**src/hw/rtl/srw_pkg.sv**
```systemverilog
// Package: sizes, codes and transaction types of the sequence reorder window.
`timescale 1ns / 1ps
`default_nettype none
package srw_pkg;
  // ring size must stay a power of two: slots are the low sequence bits
  localparam int RING_SIZE   = 16;
  localparam int SLOT_BITS   = $clog2(RING_SIZE);
  localparam int HANDLE_BITS = 16;
  localparam int SEQ_W       = 32;
  localparam int TIME_W      = 32;
  localparam int TO_W        = 16;
  localparam int KIND_W      = 2;
  localparam int OUT_CAP     = 16;
  localparam int CNT_W       = $clog2(OUT_CAP + 1);
  localparam int CFG_IDX_W   = 1;
  localparam int CFG_DATA_W  = 32;

  localparam logic [KIND_W-1:0] KIND_REL   = 2'd0;
  localparam logic [KIND_W-1:0] KIND_LATE  = 2'd1;
  localparam logic [KIND_W-1:0] KIND_DUP   = 2'd2;
  localparam logic [KIND_W-1:0] KIND_FLUSH = 2'd3;

  localparam logic REQ_DELIVER = 1'b0;
  localparam logic REQ_TICK    = 1'b1;

  localparam logic [CFG_IDX_W-1:0] CFG_TIMEOUT  = 1'b0;
  localparam logic [CFG_IDX_W-1:0] CFG_INIT_SEQ = 1'b1;

  localparam logic [TO_W-1:0] TIMEOUT_RST = 16'd50;

  // decoded request passed from front to back
  typedef struct packed {
    logic                   is_tick;
    logic [SEQ_W-1:0]       seq;
    logic [HANDLE_BITS-1:0] handle;
  } cmd_t;

  typedef struct packed {
    logic [KIND_W-1:0]      kind;
    logic [HANDLE_BITS-1:0] handle;
    logic [SEQ_W-1:0]       seq;
    logic [SEQ_W-1:0]       skipped;
    logic                   last;
  } res_t;
endpackage
`default_nettype wire

```
**src/hw/rtl/srw_if.sv**
```systemverilog
// Channel interfaces: request input and result output.
`timescale 1ns / 1ps
`default_nettype none
interface srw_in_if;
  logic                           valid;
  logic                           ready;
  logic                           req_type;
  logic [srw_pkg::SEQ_W-1:0]       seq;
  logic [srw_pkg::HANDLE_BITS-1:0] packet_handle;
  modport source (output valid, req_type, seq, packet_handle, input ready);
  modport sink   (input valid, req_type, seq, packet_handle, output ready);
endinterface

interface srw_out_if;
  logic                           valid;
  logic                           ready;
  logic [srw_pkg::KIND_W-1:0]      kind;
  logic [srw_pkg::HANDLE_BITS-1:0] handle_out;
  logic [srw_pkg::SEQ_W-1:0]       seq_out;
  logic [srw_pkg::SEQ_W-1:0]       skipped_before;
  logic                           last;
  modport source (output valid, kind, handle_out, seq_out, skipped_before, last,
                  input ready);
  modport sink   (input valid, kind, handle_out, seq_out, skipped_before, last,
                  output ready);
endinterface
`default_nettype wire

```
**src/hw/rtl/srw_front.sv**
```systemverilog
// Front end: registers incoming transactions and decodes the request type.
`timescale 1ns / 1ps
`default_nettype none
module srw_front (
  input  wire logic          clk,
  input  wire logic          rst_n,
  srw_in_if.sink             in_ch,
  output srw_pkg::cmd_t      cmd,
  output logic               cmd_valid,
  input  wire logic          cmd_ready
);
  logic          v_r;
  srw_pkg::cmd_t cmd_r;

  assign in_ch.ready = !v_r || cmd_ready;
  assign cmd_valid   = v_r;
  assign cmd         = cmd_r;

  // control
  always_ff @(posedge clk) begin
    if (!rst_n) begin
      v_r <= 1'b0;
    end else if (in_ch.ready) begin
      v_r <= in_ch.valid;
    end
  end

  // payload, decoded
  always_ff @(posedge clk) begin
    if (in_ch.valid && in_ch.ready) begin
      cmd_r.is_tick <= (in_ch.req_type == srw_pkg::REQ_TICK);
      cmd_r.seq     <= in_ch.seq;
      cmd_r.handle  <= in_ch.packet_handle;
    end
  end
endmodule
`default_nettype wire

```
**src/hw/rtl/srw_queue.sv**
```systemverilog
// Two-entry queue between front and back.
`timescale 1ns / 1ps
`default_nettype none
module srw_queue (
  input  wire logic          clk,
  input  wire logic          rst_n,
  input  wire srw_pkg::cmd_t wr_cmd,
  input  wire logic          wr_valid,
  output logic               wr_ready,
  output srw_pkg::cmd_t      rd_cmd,
  output logic               rd_valid,
  input  wire logic          rd_ready
);
  srw_pkg::cmd_t mem_r [2];
  logic          wp_r, rp_r;
  logic [1:0]    cnt_r;
  logic          wr, rd;

  assign wr_ready = (cnt_r != 2'd2);
  assign rd_valid = (cnt_r != 2'd0);
  assign rd_cmd   = mem_r[rp_r];
  assign wr       = wr_valid && wr_ready;
  assign rd       = rd_valid && rd_ready;

  always_ff @(posedge clk) begin
    if (!rst_n) begin
      wp_r  <= 1'b0;
      rp_r  <= 1'b0;
      cnt_r <= 2'd0;
    end else begin
      if (wr) wp_r <= ~wp_r;
      if (rd) rp_r <= ~rp_r;
      if (wr && !rd) begin
        cnt_r <= cnt_r + 2'd1;
      end else if (rd && !wr) begin
        cnt_r <= cnt_r - 2'd1;
      end
    end
  end

  always_ff @(posedge clk) begin
    if (wr) mem_r[wp_r] <= wr_cmd;
  end
endmodule
`default_nettype wire

```
**src/hw/rtl/srw_back.sv**
```systemverilog
// Back end: ring storage, sequencer for deliver and tick, result register.
`timescale 1ns / 1ps
`default_nettype none
module srw_back (
  input  wire logic                             clk,
  input  wire logic                             rst_n,
  input  wire srw_pkg::cmd_t                    cmd,
  input  wire logic                             cmd_valid,
  output logic                                  cmd_ready,
  input  wire logic                             cfg_we,
  input  wire logic [srw_pkg::CFG_IDX_W-1:0]    cfg_index,
  input  wire logic [srw_pkg::CFG_DATA_W-1:0]   cfg_data,
  srw_out_if.source                             out_ch
);
  localparam int RS = srw_pkg::RING_SIZE;
  localparam int SB = srw_pkg::SLOT_BITS;
  localparam int SW = srw_pkg::SEQ_W;
  localparam int TW = srw_pkg::TIME_W;

  localparam logic [3:0] ST_IDLE  = 4'd0;
  localparam logic [3:0] ST_TCHK  = 4'd1;
  localparam logic [3:0] ST_TLOOP = 4'd2;
  localparam logic [3:0] ST_DCLS  = 4'd3;
  localparam logic [3:0] ST_FLUSH = 4'd4;
  localparam logic [3:0] ST_STORE = 4'd5;
  localparam logic [3:0] ST_REL   = 4'd6;
  localparam logic [3:0] ST_END   = 4'd7;

  logic [3:0]                       state_r;
  logic [SW-1:0]                    exp_r, s_r, delta_r, skip_r;
  logic [RS-1:0]                    valid_r, aged_r;
  logic [srw_pkg::HANDLE_BITS-1:0]  handle_r [RS];
  logic [TW-1:0]                    arr_r [RS];
  logic [TW-1:0]                    time_r, dl_r;
  logic                             armed_r;
  logic [srw_pkg::TO_W-1:0]          timeout_r;
  logic [srw_pkg::HANDLE_BITS-1:0]  h_r;
  logic [SB-1:0]                    base_r, idx_r;
  logic [srw_pkg::CNT_W-1:0]         cnt_r;
  logic                             pend_v_r, out_v_r;
  srw_pkg::res_t                    pend_r, out_r;

  logic [SB-1:0]  exp_slot, s_slot, flush_off;
  logic [SW-1:0]  delta;
  logic [TW-1:0]  tdiff, time_to;
  logic [RS-1:0]  aged_nxt;
  logic           can_push, go, gen, emit, push;
  srw_pkg::res_t  gen_res, push_res;

  assign exp_slot  = exp_r[SB-1:0];
  assign s_slot    = s_r[SB-1:0];
  assign flush_off = idx_r - base_r;
  assign delta     = s_r - exp_r;
  assign tdiff     = time_r - dl_r;
  assign time_to   = time_r + TW'(timeout_r);
  assign can_push  = !out_v_r || out_ch.ready;
  assign go        = !pend_v_r || can_push;
  assign cmd_ready = (state_r == ST_IDLE);
  assign emit      = gen && (cnt_r != srw_pkg::CNT_W'(srw_pkg::OUT_CAP));
  assign push      = go && pend_v_r && (emit || state_r == ST_END);

  // per-slot age test, registered once per expiring tick
  always_comb begin
    logic [TW-1:0] d;
    for (int i = 0; i < RS; i++) begin
      d = time_r - (arr_r[i] + TW'(timeout_r));
      aged_nxt[i] = ~d[TW-1];
    end
  end

  // result produced by the current step
  always_comb begin
    gen             = 1'b0;
    gen_res.kind    = srw_pkg::KIND_REL;
    gen_res.handle  = h_r;
    gen_res.seq     = s_r;
    gen_res.skipped = '0;
    gen_res.last    = 1'b0;
    unique case (state_r)
      ST_DCLS: begin
        if (delta[SW-1]) begin
          gen          = 1'b1;
          gen_res.kind = srw_pkg::KIND_LATE;
        end
      end
      ST_FLUSH: begin
        if (valid_r[idx_r]) begin
          gen            = 1'b1;
          gen_res.kind   = srw_pkg::KIND_FLUSH;
          gen_res.handle = handle_r[idx_r];
          gen_res.seq    = exp_r + SW'(flush_off);
        end
      end
      ST_STORE: begin
        if (valid_r[s_slot]) begin
          gen          = 1'b1;
          gen_res.kind = srw_pkg::KIND_DUP;
        end
      end
      ST_TLOOP, ST_REL: begin
        if (valid_r[exp_slot]) begin
          gen             = 1'b1;
          gen_res.handle  = handle_r[exp_slot];
          gen_res.seq     = exp_r;
          gen_res.skipped = skip_r;
        end
      end
      default: ;
    endcase
  end

  // pending result with its last flag settled
  always_comb begin
    push_res      = pend_r;
    push_res.last = (state_r == ST_END);
  end

  assign out_ch.valid          = out_v_r;
  assign out_ch.kind           = out_r.kind;
  assign out_ch.handle_out     = out_r.handle;
  assign out_ch.seq_out        = out_r.seq;
  assign out_ch.skipped_before = out_r.skipped;
  assign out_ch.last           = out_r.last;

  // sequencer, result staging and configuration
  always_ff @(posedge clk) begin
    if (!rst_n) begin
      state_r   <= ST_IDLE;
      exp_r     <= '0;
      valid_r   <= '0;
      time_r    <= '0;
      dl_r      <= '0;
      armed_r   <= 1'b0;
      timeout_r <= srw_pkg::TIMEOUT_RST;
      pend_v_r  <= 1'b0;
      out_v_r   <= 1'b0;
      cnt_r     <= '0;
    end else begin
      // output register: one result held until taken
      if (push) begin
        out_v_r <= 1'b1;
        out_r   <= push_res;
      end else if (out_ch.ready) begin
        out_v_r <= 1'b0;
      end
      if (go) begin
        // a new result waits in the pending register so that the last one can be marked
        if (emit) begin
          pend_r   <= gen_res;
          pend_v_r <= 1'b1;
          cnt_r    <= cnt_r + 1'b1;
        end
        unique case (state_r)
          ST_IDLE: begin
            if (cmd_valid) begin
              skip_r <= '0;
              cnt_r  <= '0;
              s_r    <= cmd.seq;
              h_r    <= cmd.handle;
              if (cmd.is_tick) begin
                time_r  <= time_r + 1'b1;
                state_r <= ST_TCHK;
              end else begin
                state_r <= ST_DCLS;
              end
            end
          end
          ST_TCHK: begin
            if (armed_r && !tdiff[TW-1]) begin
              armed_r <= 1'b0;
              aged_r  <= aged_nxt;
              state_r <= ST_TLOOP;
            end else begin
              state_r <= ST_END;
            end
          end
          ST_TLOOP: begin
            if (valid_r[exp_slot]) begin
              valid_r[exp_slot] <= 1'b0;
              exp_r             <= exp_r + 1'b1;
              skip_r            <= '0;
            end else if (|(aged_r & valid_r)) begin
              exp_r  <= exp_r + 1'b1;
              skip_r <= skip_r + 1'b1;
            end else begin
              if (|valid_r) begin
                armed_r <= 1'b1;
                dl_r    <= time_to;
              end
              state_r <= ST_END;
            end
          end
          ST_DCLS: begin
            if (delta[SW-1]) begin
              state_r <= ST_END;
            end else if (|delta[SW-1:SB]) begin
              idx_r   <= '0;
              base_r  <= exp_slot;
              delta_r <= delta;
              state_r <= ST_FLUSH;
            end else begin
              state_r <= ST_STORE;
            end
          end
          ST_FLUSH: begin
            idx_r <= idx_r + 1'b1;
            if (idx_r == SB'(RS - 1)) begin
              valid_r <= '0;
              skip_r  <= delta_r;
              exp_r   <= s_r;
              state_r <= ST_STORE;
            end
          end
          ST_STORE: begin
            if (valid_r[s_slot]) begin
              state_r <= ST_END;
            end else begin
              valid_r[s_slot] <= 1'b1;
              armed_r         <= 1'b1;
              dl_r            <= time_to;
              state_r         <= ST_REL;
            end
          end
          ST_REL: begin
            if (valid_r[exp_slot]) begin
              valid_r[exp_slot] <= 1'b0;
              exp_r             <= exp_r + 1'b1;
              skip_r            <= '0;
            end else begin
              state_r <= ST_END;
            end
          end
          ST_END: begin
            pend_v_r <= 1'b0;
            state_r  <= ST_IDLE;
          end
          default: state_r <= ST_IDLE;
        endcase
      end
      // register writes must arrive only while idle; the block itself does not enforce it
      if (cfg_we) begin
        case (cfg_index)
          srw_pkg::CFG_TIMEOUT:  timeout_r <= cfg_data[srw_pkg::TO_W-1:0];
          srw_pkg::CFG_INIT_SEQ: exp_r     <= cfg_data[SW-1:0];
          default: ;
        endcase
      end
    end
  end

  // slot payload, read only while the slot is valid
  always_ff @(posedge clk) begin
    if (go && state_r == ST_STORE && !valid_r[s_slot]) begin
      handle_r[s_slot] <= h_r;
      arr_r[s_slot]    <= time_r;
    end
  end
endmodule
`default_nettype wire

```
**src/hw/rtl/sequence_reorder_window.sv**
```systemverilog
// Sequence reorder window, one flow, 16-slot ring. A deliver runs classify,
// store and a release step per released packet; a late packet ends after
// classify, a duplicate after store. A deliver that jumps a full window
// ahead first sweeps the whole ring to flush it. A tick checks the timer
// and ends unless it expires; then it steps through each released packet
// and each skipped number. The back-end sequencer handles one transaction
// at a time; a two-entry queue lets the input keep accepting meanwhile,
// and a result register stalls the sequencer only when a result is not
// taken. Results come one per cycle at best; the last result of a transaction
// has last set. Input transactions that cause no result produce nothing.
`timescale 1ns / 1ps
`default_nettype none
module sequence_reorder_window (
  input  wire logic                             clk,
  input  wire logic                             rst_n,
  srw_in_if.sink                                in_ch,
  srw_out_if.source                             out_ch,
  input  wire logic                             cfg_we,
  input  wire logic [srw_pkg::CFG_IDX_W-1:0]    cfg_index,
  input  wire logic [srw_pkg::CFG_DATA_W-1:0]   cfg_data
);
  srw_pkg::cmd_t f_cmd, q_cmd;
  logic          f_valid, f_ready, q_valid, q_ready;

  srw_front u_front (
    .clk, .rst_n, .in_ch,
    .cmd(f_cmd), .cmd_valid(f_valid), .cmd_ready(f_ready)
  );

  srw_queue u_queue (
    .clk, .rst_n,
    .wr_cmd(f_cmd), .wr_valid(f_valid), .wr_ready(f_ready),
    .rd_cmd(q_cmd), .rd_valid(q_valid), .rd_ready(q_ready)
  );

  srw_back u_back (
    .clk, .rst_n,
    .cmd(q_cmd), .cmd_valid(q_valid), .cmd_ready(q_ready),
    .cfg_we, .cfg_index, .cfg_data, .out_ch
  );
endmodule
`default_nettype wire

```
**src/flat_wrapper.sv**
```systemverilog
// flat-port wrapper written by rule: the top's interface ports become plain ports
module sequence_reorder_window_flat 
  (clk, rst_n, cfg_we, cfg_index, cfg_data, in_ch_valid, in_ch_req_type, in_ch_seq, in_ch_packet_handle, in_ch_ready, out_ch_valid, out_ch_kind, out_ch_handle_out, out_ch_seq_out, out_ch_skipped_before, out_ch_last, out_ch_ready);
  srw_in_if in_ch_i ();
  srw_out_if out_ch_i ();
  input  wire logic clk;
  input  wire logic rst_n;
  input  wire logic cfg_we;
  input  wire logic [srw_pkg::CFG_IDX_W-1:0] cfg_index;
  input  wire logic [srw_pkg::CFG_DATA_W-1:0] cfg_data;
  input wire logic [$bits(in_ch_i.valid)-1:0] in_ch_valid;
  input wire logic [$bits(in_ch_i.req_type)-1:0] in_ch_req_type;
  input wire logic [$bits(in_ch_i.seq)-1:0] in_ch_seq;
  input wire logic [$bits(in_ch_i.packet_handle)-1:0] in_ch_packet_handle;
  output wire logic [$bits(in_ch_i.ready)-1:0] in_ch_ready;
  output wire logic [$bits(out_ch_i.valid)-1:0] out_ch_valid;
  output wire logic [$bits(out_ch_i.kind)-1:0] out_ch_kind;
  output wire logic [$bits(out_ch_i.handle_out)-1:0] out_ch_handle_out;
  output wire logic [$bits(out_ch_i.seq_out)-1:0] out_ch_seq_out;
  output wire logic [$bits(out_ch_i.skipped_before)-1:0] out_ch_skipped_before;
  output wire logic [$bits(out_ch_i.last)-1:0] out_ch_last;
  input wire logic [$bits(out_ch_i.ready)-1:0] out_ch_ready;
  assign in_ch_i.valid = in_ch_valid;
  assign in_ch_i.req_type = in_ch_req_type;
  assign in_ch_i.seq = in_ch_seq;
  assign in_ch_i.packet_handle = in_ch_packet_handle;
  assign in_ch_ready = in_ch_i.ready;
  assign out_ch_valid = out_ch_i.valid;
  assign out_ch_kind = out_ch_i.kind;
  assign out_ch_handle_out = out_ch_i.handle_out;
  assign out_ch_seq_out = out_ch_i.seq_out;
  assign out_ch_skipped_before = out_ch_i.skipped_before;
  assign out_ch_last = out_ch_i.last;
  assign out_ch_i.ready = out_ch_ready;
  sequence_reorder_window u_core (.clk(clk), .rst_n(rst_n), .in_ch(in_ch_i), .out_ch(out_ch_i), .cfg_we(cfg_we), .cfg_index(cfg_index), .cfg_data(cfg_data));
endmodule
```
**config.mk**
```make
export PLATFORM = sky130hd
export DESIGN_NAME = sequence_reorder_window_flat
export DESIGN_NICKNAME = d
export VERILOG_FILES = /design/src/hw/rtl/srw_pkg.sv /design/src/hw/rtl/srw_if.sv /design/src/hw/rtl/srw_front.sv /design/src/hw/rtl/srw_queue.sv /design/src/hw/rtl/srw_back.sv /design/src/hw/rtl/sequence_reorder_window.sv /design/src/flat_wrapper.sv
export SDC_FILE = /design/constraint.sdc
export NUM_CORES = 2
export LEC_CHECK = 0
export ABC_AREA = 1
export BUFFER_PORTS_ARGS = -buffer_cell sky130_fd_sc_hd__buf_2
export CAP_MARGIN = 20
export CORE_ASPECT_RATIO = 0.75
export CORE_MARGIN = 8
export CORE_UTILIZATION = 60
export CTS_BUF_LIST = sky130_fd_sc_hd__clkbuf_8 sky130_fd_sc_hd__clkbuf_16
export CTS_CLUSTER_SIZE = 8
export DETAILED_ROUTE_END_ITERATION = 8
export PLACE_DENSITY = 0.77
export SYNTH_ARGS = -nofsm -noshare
export SYNTH_HDL_FRONTEND = slang
export SYNTH_SLANG_ARGS = --single-unit
```
**constraint.sdc**
```tcl
create_clock -name clk -period 12.7 [get_ports clk]
set_clock_uncertainty 0.15 [all_clocks]
set_input_delay 1.27 -clock clk [delete_from_list [all_inputs] [get_ports clk]]
set_output_delay 1.27 -clock clk [all_outputs]
set_load 0.02 [all_outputs]
```
# Yosys cells after proc, flatten, opt, wreduce, memory -nomap -nowiden
# Memory sizes are Yosys's and may differ from the RTL's. A register that Yosys moved wholly into a read port is not among the register bits.
# Index checks and enable logic that the tools add are counted.
[op_classes] addsub=44 multipliers=0 div=0 n_lt_le_gt_ge=5 n_eq_ne=23 n_shift=0 muxes=81 bitwise=24 n_reduce_logical=53
[op_table] op="32-bit subtractor" count=18
[op_table] op="32-bit by 16-bit adder with 32-bit output" count=17
[op_table] op="32-bit 2-to-1 mux" count=16
[op_table] op="32-bit one-hot mux with 4 select lines" count=1
[op_table] op="32-bit by 1-bit adder with 32-bit output (second input constant)" count=3
[op_table] op="32-bit one-hot mux with 3 select lines" count=1
[op_table] op="48-bit one-hot mux with 2 select lines" count=1
[op_table] op="80-bit 2-to-1 mux" count=1
[op_table] op="32-bit one-hot mux with 2 select lines" count=1
[op_table] op="50-bit 2-to-1 mux" count=1
[op_table] op="16-bit 2-to-1 mux" count=3
[op_table] op="16-bit one-hot mux with 3 select lines" count=1
[op_table] op="4-bit 2-to-1 mux" count=9
[op_table] op="32-bit by 4-bit adder with 32-bit output" count=1
[op_table] op="16-bit bitwise AND" count=2
[op_table] op="16-bit OR reduction" count=2
[op_table] op="4-bit one-hot mux with 7 select lines" count=1
[op_table] op="28-bit OR reduction" count=1
[op_table] op="1-bit 2-to-1 mux" count=27
[op_table] op="2-bit != test (second input constant)" count=12
[op_table] op="1-bit inverter" count=20
[op_table] op="4-bit by 3-bit equality test with 1-bit output (second input constant)" count=4
[op_table] op="16-bit inverter" count=1
[op_table] op="16-bit OR" count=1
[op_table] op="36 further kinds" count=85
[totals] ff_bits=494 latch_bits=0 ramBits=866 mem_bits_ro=0 inputBits=87 out_inout_bits=85 mem_count=3
[memory_table] name="u_core.u_back.arr_r" depth=16 word_bits=32 read_ports=16 rd_ports_with_merged_regs=0 wr=1 line="srw_back.sv:33" text="logic [TW-1:0] arr_r [RS];"
[memory_table] name="u_core.u_back.handle_r" depth=16 word_bits=16 read_ports=2 rd_ports_with_merged_regs=2 wr=1 line="srw_back.sv:32" text="logic [srw_pkg::HANDLE_BITS-1:0] handle_r [RS];"
[memory_table] name="u_core.u_queue.mem_r" depth=2 word_bits=49 read_ports=1 rd_ports_with_merged_regs=1 wr=1 line="srw_queue.sv:14" text="srw_pkg::cmd_t mem_r [2];"

# Logic depth before layout (Yosys ltp)
[logic_depth] ltp_word=9 depth_mapped=24

# By module
# Synthesis repeated with hierarchy kept, for this count alone.
[hier_totals] cells_unflattened=7586 area_unflattened_um2=79180.9
[modules_own_cells] mod="srw_back" instances=1 cells_each=7341 area_each_um2=73837.1
[modules_own_cells] mod="srw_queue" instances=1 cells_each=189 area_each_um2=3821.2
[modules_own_cells] mod="srw_front" instances=1 cells_each=56 area_each_um2=1522.7

# Worst setup path after synthesis
# No wires, ideal clock.
[synth_timing] kind="reg2reg" from="reg u_core.u_back.exp_r[2]" to="reg u_core.u_back.out_r (netlist bit u_core.u_back.out_ch.handle_out[0]), enable pin" setup_time_ns=0.627 t_arrival_ns=7.861 path_slack_ns=4.062 stages_incl_launch_ff=23 period_less_slack_ns=8.638 path_cell_list="dfxtp_1 inv_1 ha_1 buf_4 nand2_1 nand2_1 inv_1 nand2_1 nand2_1 nand2_1 nand2_1 nand2_1 nand2_1 nand2_1 nand2_1 nand2_1 inv_1 nand2_2 nand4_1 nand2_2 inv_1 o21ai_0 nor3_1"
[synth_between] elab_chain_cells=8 elab_cells_between_ends=10 classes_between="1 x add/sub; 5 x mux; 4 x reduce/logical"
[synth_rtl] item="from (decl)" line="srw_back.sv:30" text="logic [SW-1:0] exp_r, s_r, delta_r, skip_r;"
[synth_rtl] item="from (signal assigned)" line="srw_back.sv:180" text="exp_r <= exp_r + 1'b1;"
[synth_rtl] item="from (signal assigned)" line="srw_back.sv:183" text="exp_r <= exp_r + 1'b1;"
[synth_rtl] item="from (signal assigned)" line="srw_back.sv:210" text="exp_r <= s_r;"
[synth_rtl] item="branches (longest 3 deep; another with 32-bit subtractor)"
[synth_rtl] item="1-bit one-hot mux with 4 select lines (*)" line="srw_back.sv:79" text="unique case (state_r)"
[synth_rtl] item="1-bit logical AND (*)" line="srw_back.sv:59" text="assign emit = gen && (cnt_r != srw_pkg::CNT_W'(srw_pkg::OUT_CAP));"
[synth_rtl] item="1-bit logical OR (*)" line="srw_back.sv:60" text="assign push = go && pend_v_r && (emit || state_r == ST_END);"
[synth_rtl] item="1-bit logical AND (*)" line="srw_back.sv:60"
[synth_rtl] item="2-bit AND reduction (no line) (*)"
[synth_rtl] item="to (signal assigned)" line="srw_back.sv:142" text="out_r <= push_res;"
[synth_rtl] item="to (decl)" line="srw_back.sv:41" text="srw_pkg::res_t pend_r, out_r;"
# Every way passes the cells marked *. The select of a mux whose other input is x is not followed.
# A chain may end at the register's enable or synchronous reset.

# Worst setup path in the final report
[layout_timing] from="reg u_core.u_back.exp_r[0]" to="reg u_core.u_back.pend_r[36] (netlist name), enable pin"
[layout_between] elab_chain_cells=6 elab_cells_between_ends=8 classes_between="1 x add/sub; 5 x mux; 2 x reduce/logical"
[layout_rtl] item="branches (longest 3 deep; another with 32-bit subtractor)"
[layout_rtl] item="1-bit one-hot mux with 4 select lines (*)" line="srw_back.sv:79"
[layout_rtl] item="1-bit logical AND (*)" line="srw_back.sv:59"
[layout_rtl] item="3-bit AND reduction (no line) (*)"
[layout_rtl] item="to (signal assigned)" line="srw_back.sv:149" text="pend_r <= gen_res;"
[layout_rtl] item="to (decl)" line="srw_back.sv:41"
# Marked as above.

==> impl_metrics.toml <==
[status]
status = "complete, no violations"

[timing]
worst_slew_pin_slew_ps = 1160
min_period_ps = 5650
tns_ps = 0
timing.final.crit_share_pct = 44.5
fmax_ghz = 0.177
setup_viol = 0
hold_viol = 0
finalMaxSlewViolations = 0
slew_headroom_pct = 22.5
rsz0062_at_grt = "no"

[critical_path]
critPathArrivalTime_ps = 5920
critPathKind = "reg2reg"
slowest_stage = "buf_4"
cp_cell_sequence = "buf_4 -> inv_2 -> nand2_1 -> nand3_1 -> o21ai_1 -> nand2_1 -> nand2_1 -> nor2_4 -> nor2_2 -> buf_4 -> inv_2 -> nand4_1 -> nand2_2 -> nor2_4 -> buf_4"
worst-path-buf-inv = 5
cp_top_family = "buffers and inverters"
crit_required_ps = 12970
cp_max_fo = 89
critPathCaptureType = "flop"
slowest_delay_ps = 810
startpoint_type = "flop"

[clocking]
cts_sinks = 1364
cts.path.max_buffers = 3
cts_buffers = 188
holdBufCountCts = 0
cts-root-buf = "clkbuf_16"
clk_pin_slew_ps = 60
clk_latency_ps = 830
cts-resized-gates = 0
htreeDepth = 4
post_cts_buffers = 0
cts_tree = "done"

[floorplanning]
io_pins = 172
die-area_um2 = 143000
die_h_um = 330
row_count = 115
coreArea_um2 = 131000
die_w_um = 435
start_util_pct = 60.3

[synth]
yosys-top-cells-area = "edfxtp_1, ha_1, inv_1"
synthArstFlopShare_pct = 0
synthCells = 7677
syn_area_um2 = 78900
synthFlopType = "edfxtp_1"
ys_types = 64
synth_top_area_cell = "edfxtp_1"
synth_common_cells = "inv_1, edfxtp_1, nand2_1"
syn_nets = 8838
yosysSeqAreaShare_pct = 50.0
avgSynthCellArea_um2 = 10.3
ys_ff_latch = 1364
synth_edf_count = 1215
synth.most_common_cell = "inv_1"
synth_top_area_share_pct = 46.2
yosys_warnings = 0

[flow_run]
cap_viol_max_count = 0

[drt]
firstDrtPassIters = 6
avgRoutedWirePerCell_um = 23.3
postRouteWirelength_mm = 228
detail-route-antenna-nets = 0
drc = 0
vias = 59186
viasPerCell = 6.05
drtIter0Drc = 7853

[global_route]
grt_pass1_vias = 59210
grt-ovfl-total = 0
track_usage_pct = 31.1
grt_pass1_wl_mm = 345
antenna_found_initial = 10
grt_max_degree = 123

[place]
place_congestion = 1.00
place_inst = 9507
portBuffers = 171
dp_hpwl_mm = 153

[pwr]
p_leak_nw = 37.4
p_total_mw = 13.1
vdd_drop_max_uv = 155
power.density_nw_per_um2 = 150

[finish]
instances_no_fill = 9787
fillers = 9659
syn2layout_area_growth_pct = 11.0
layout-drive-gt1-share_pct = 7.47
layout.nets = 9104

[hold_path]
hold_path_class = "reg2reg"
==> layout by cell type, fill, tap and decap left out, types with 96 or more instances in the layout <==
cell	synthesis	routed
inv_1	1297	1364
edfxtp_1	1215	1215
nand2_1	1033	1033
ha_1	846	846
a21oi_1	623	623
o21ai_0	605	605
nor2_1	445	424
fa_1	228	228
nand3_1	218	218
clkbuf_16	0	190
buf_2	27	170
o211ai_1	135	135
dfxtp_1	149	129
buf_4	3	121
nor3_1	102	96
nand4_1	96	96
==> logic make-up after synthesis <==
logic type	Yosys count	synth area share (%)
AND/OR/NAND/NOR	1966	10.5
AO/OA/AOI/OAI	1625	11.6
buffers and inverters	1533	7.37
flip-flops	1364	50.0
adder cells (fa/ha/maj)	1074	19.2
XOR/XNOR	115	1.28
==> stage by stage <==
stage	cell area [µm²]	hold slack (ps)	worst slack (ps)	utilization, %
detailed placement	82200	255	7280	62.8
global placement	82200	251	7390	62.8
floorplan	78900	250	4060	-
global route	87600	263	6860	67.0
CTS	87500	255	7240	66.9
finish	87600	249	7050	67.0
==> area by class of cell <==
cell class / instances / area [µm²] / area share, %
inverter: 1317 / 4950 / 5.65
multi-input combinational: 4780 / 33800 / 38.6
clock buffer: 190 / 4750 / 5.43
clock inverter: 85 / 597 / 0.681
sequential: 1364 / 39500 / 45.1
tap: 1755 / 2200 / 2.51
timing repair buffer: 292 / 1790 / 2.04
antenna: 4 / 10.0 / 0.0114
==> state kept, by name, summed over array words and instances (netlist names), 5 cells and up, named ones only <==
name	flops
u_core.u_back.s_r	32
u_core.u_back.h_r	16
u_core.u_queue.mem_r	98
u_core.u_back.out_ch.seq_out	32
u_core.u_back.cnt_r	5
u_core.u_back.timeout_r	16
u_core.u_back.dl_r	32
u_core.u_back.time_r	32
u_core.u_front.cmd	49
u_core.u_back.delta_r	31
u_core.u_back.skip_r	32
u_core.u_back.handle_r	256
u_core.u_back.pend_r	82
u_core.u_back.out_ch.handle_out	16
u_core.u_back.valid_r	16
u_core.u_back.arr_r	512
u_core.u_back.out_ch.skipped_before	32
u_core.u_back.aged_r	16
u_core.u_back.exp_r	32
==> layer usage <==
layer | global-route usage (%) | share of wire (%) | vias up
met4 | 13.1 | 4.4 | 8
met1 | 42.5 | 40 | 28375
met5 | 0 | 0.042 | -
li1 | - | - | 26947
met3 | 7.13 | 11 | 612
met2 | 48.2 | 44 | 3244
==> where the power goes <==
group	switching (mW)	total [mW]	internal [mW]	leakage (nW)
Combinational	2.08	2.90	0.817	21.5
Clock	1.95	4.62	2.66	2.86
Sequential	0.287	5.59	5.30	13.0
Total	4.33	13.1	8.78	37.4
==> final timing paths <==
path / slack [ps] / cells after the start / end / start
worst max-delay path: 7050 / 15 / u_core.u_back.pend_r[36] / u_core.u_back.exp_r[0]
worst min-delay path: 250 / 0 / u_core.u_back.out_ch.skipped_before[8] / u_core.u_back.pend_r[9]
worst max register to register: 7050 / 15 / u_core.u_back.pend_r[36] / u_core.u_back.exp_r[0]
worst min register to register: 250 / 0 / u_core.u_back.out_ch.skipped_before[8] / u_core.u_back.pend_r[9]
Note: power is estimated with default switching activity, not from simulation.
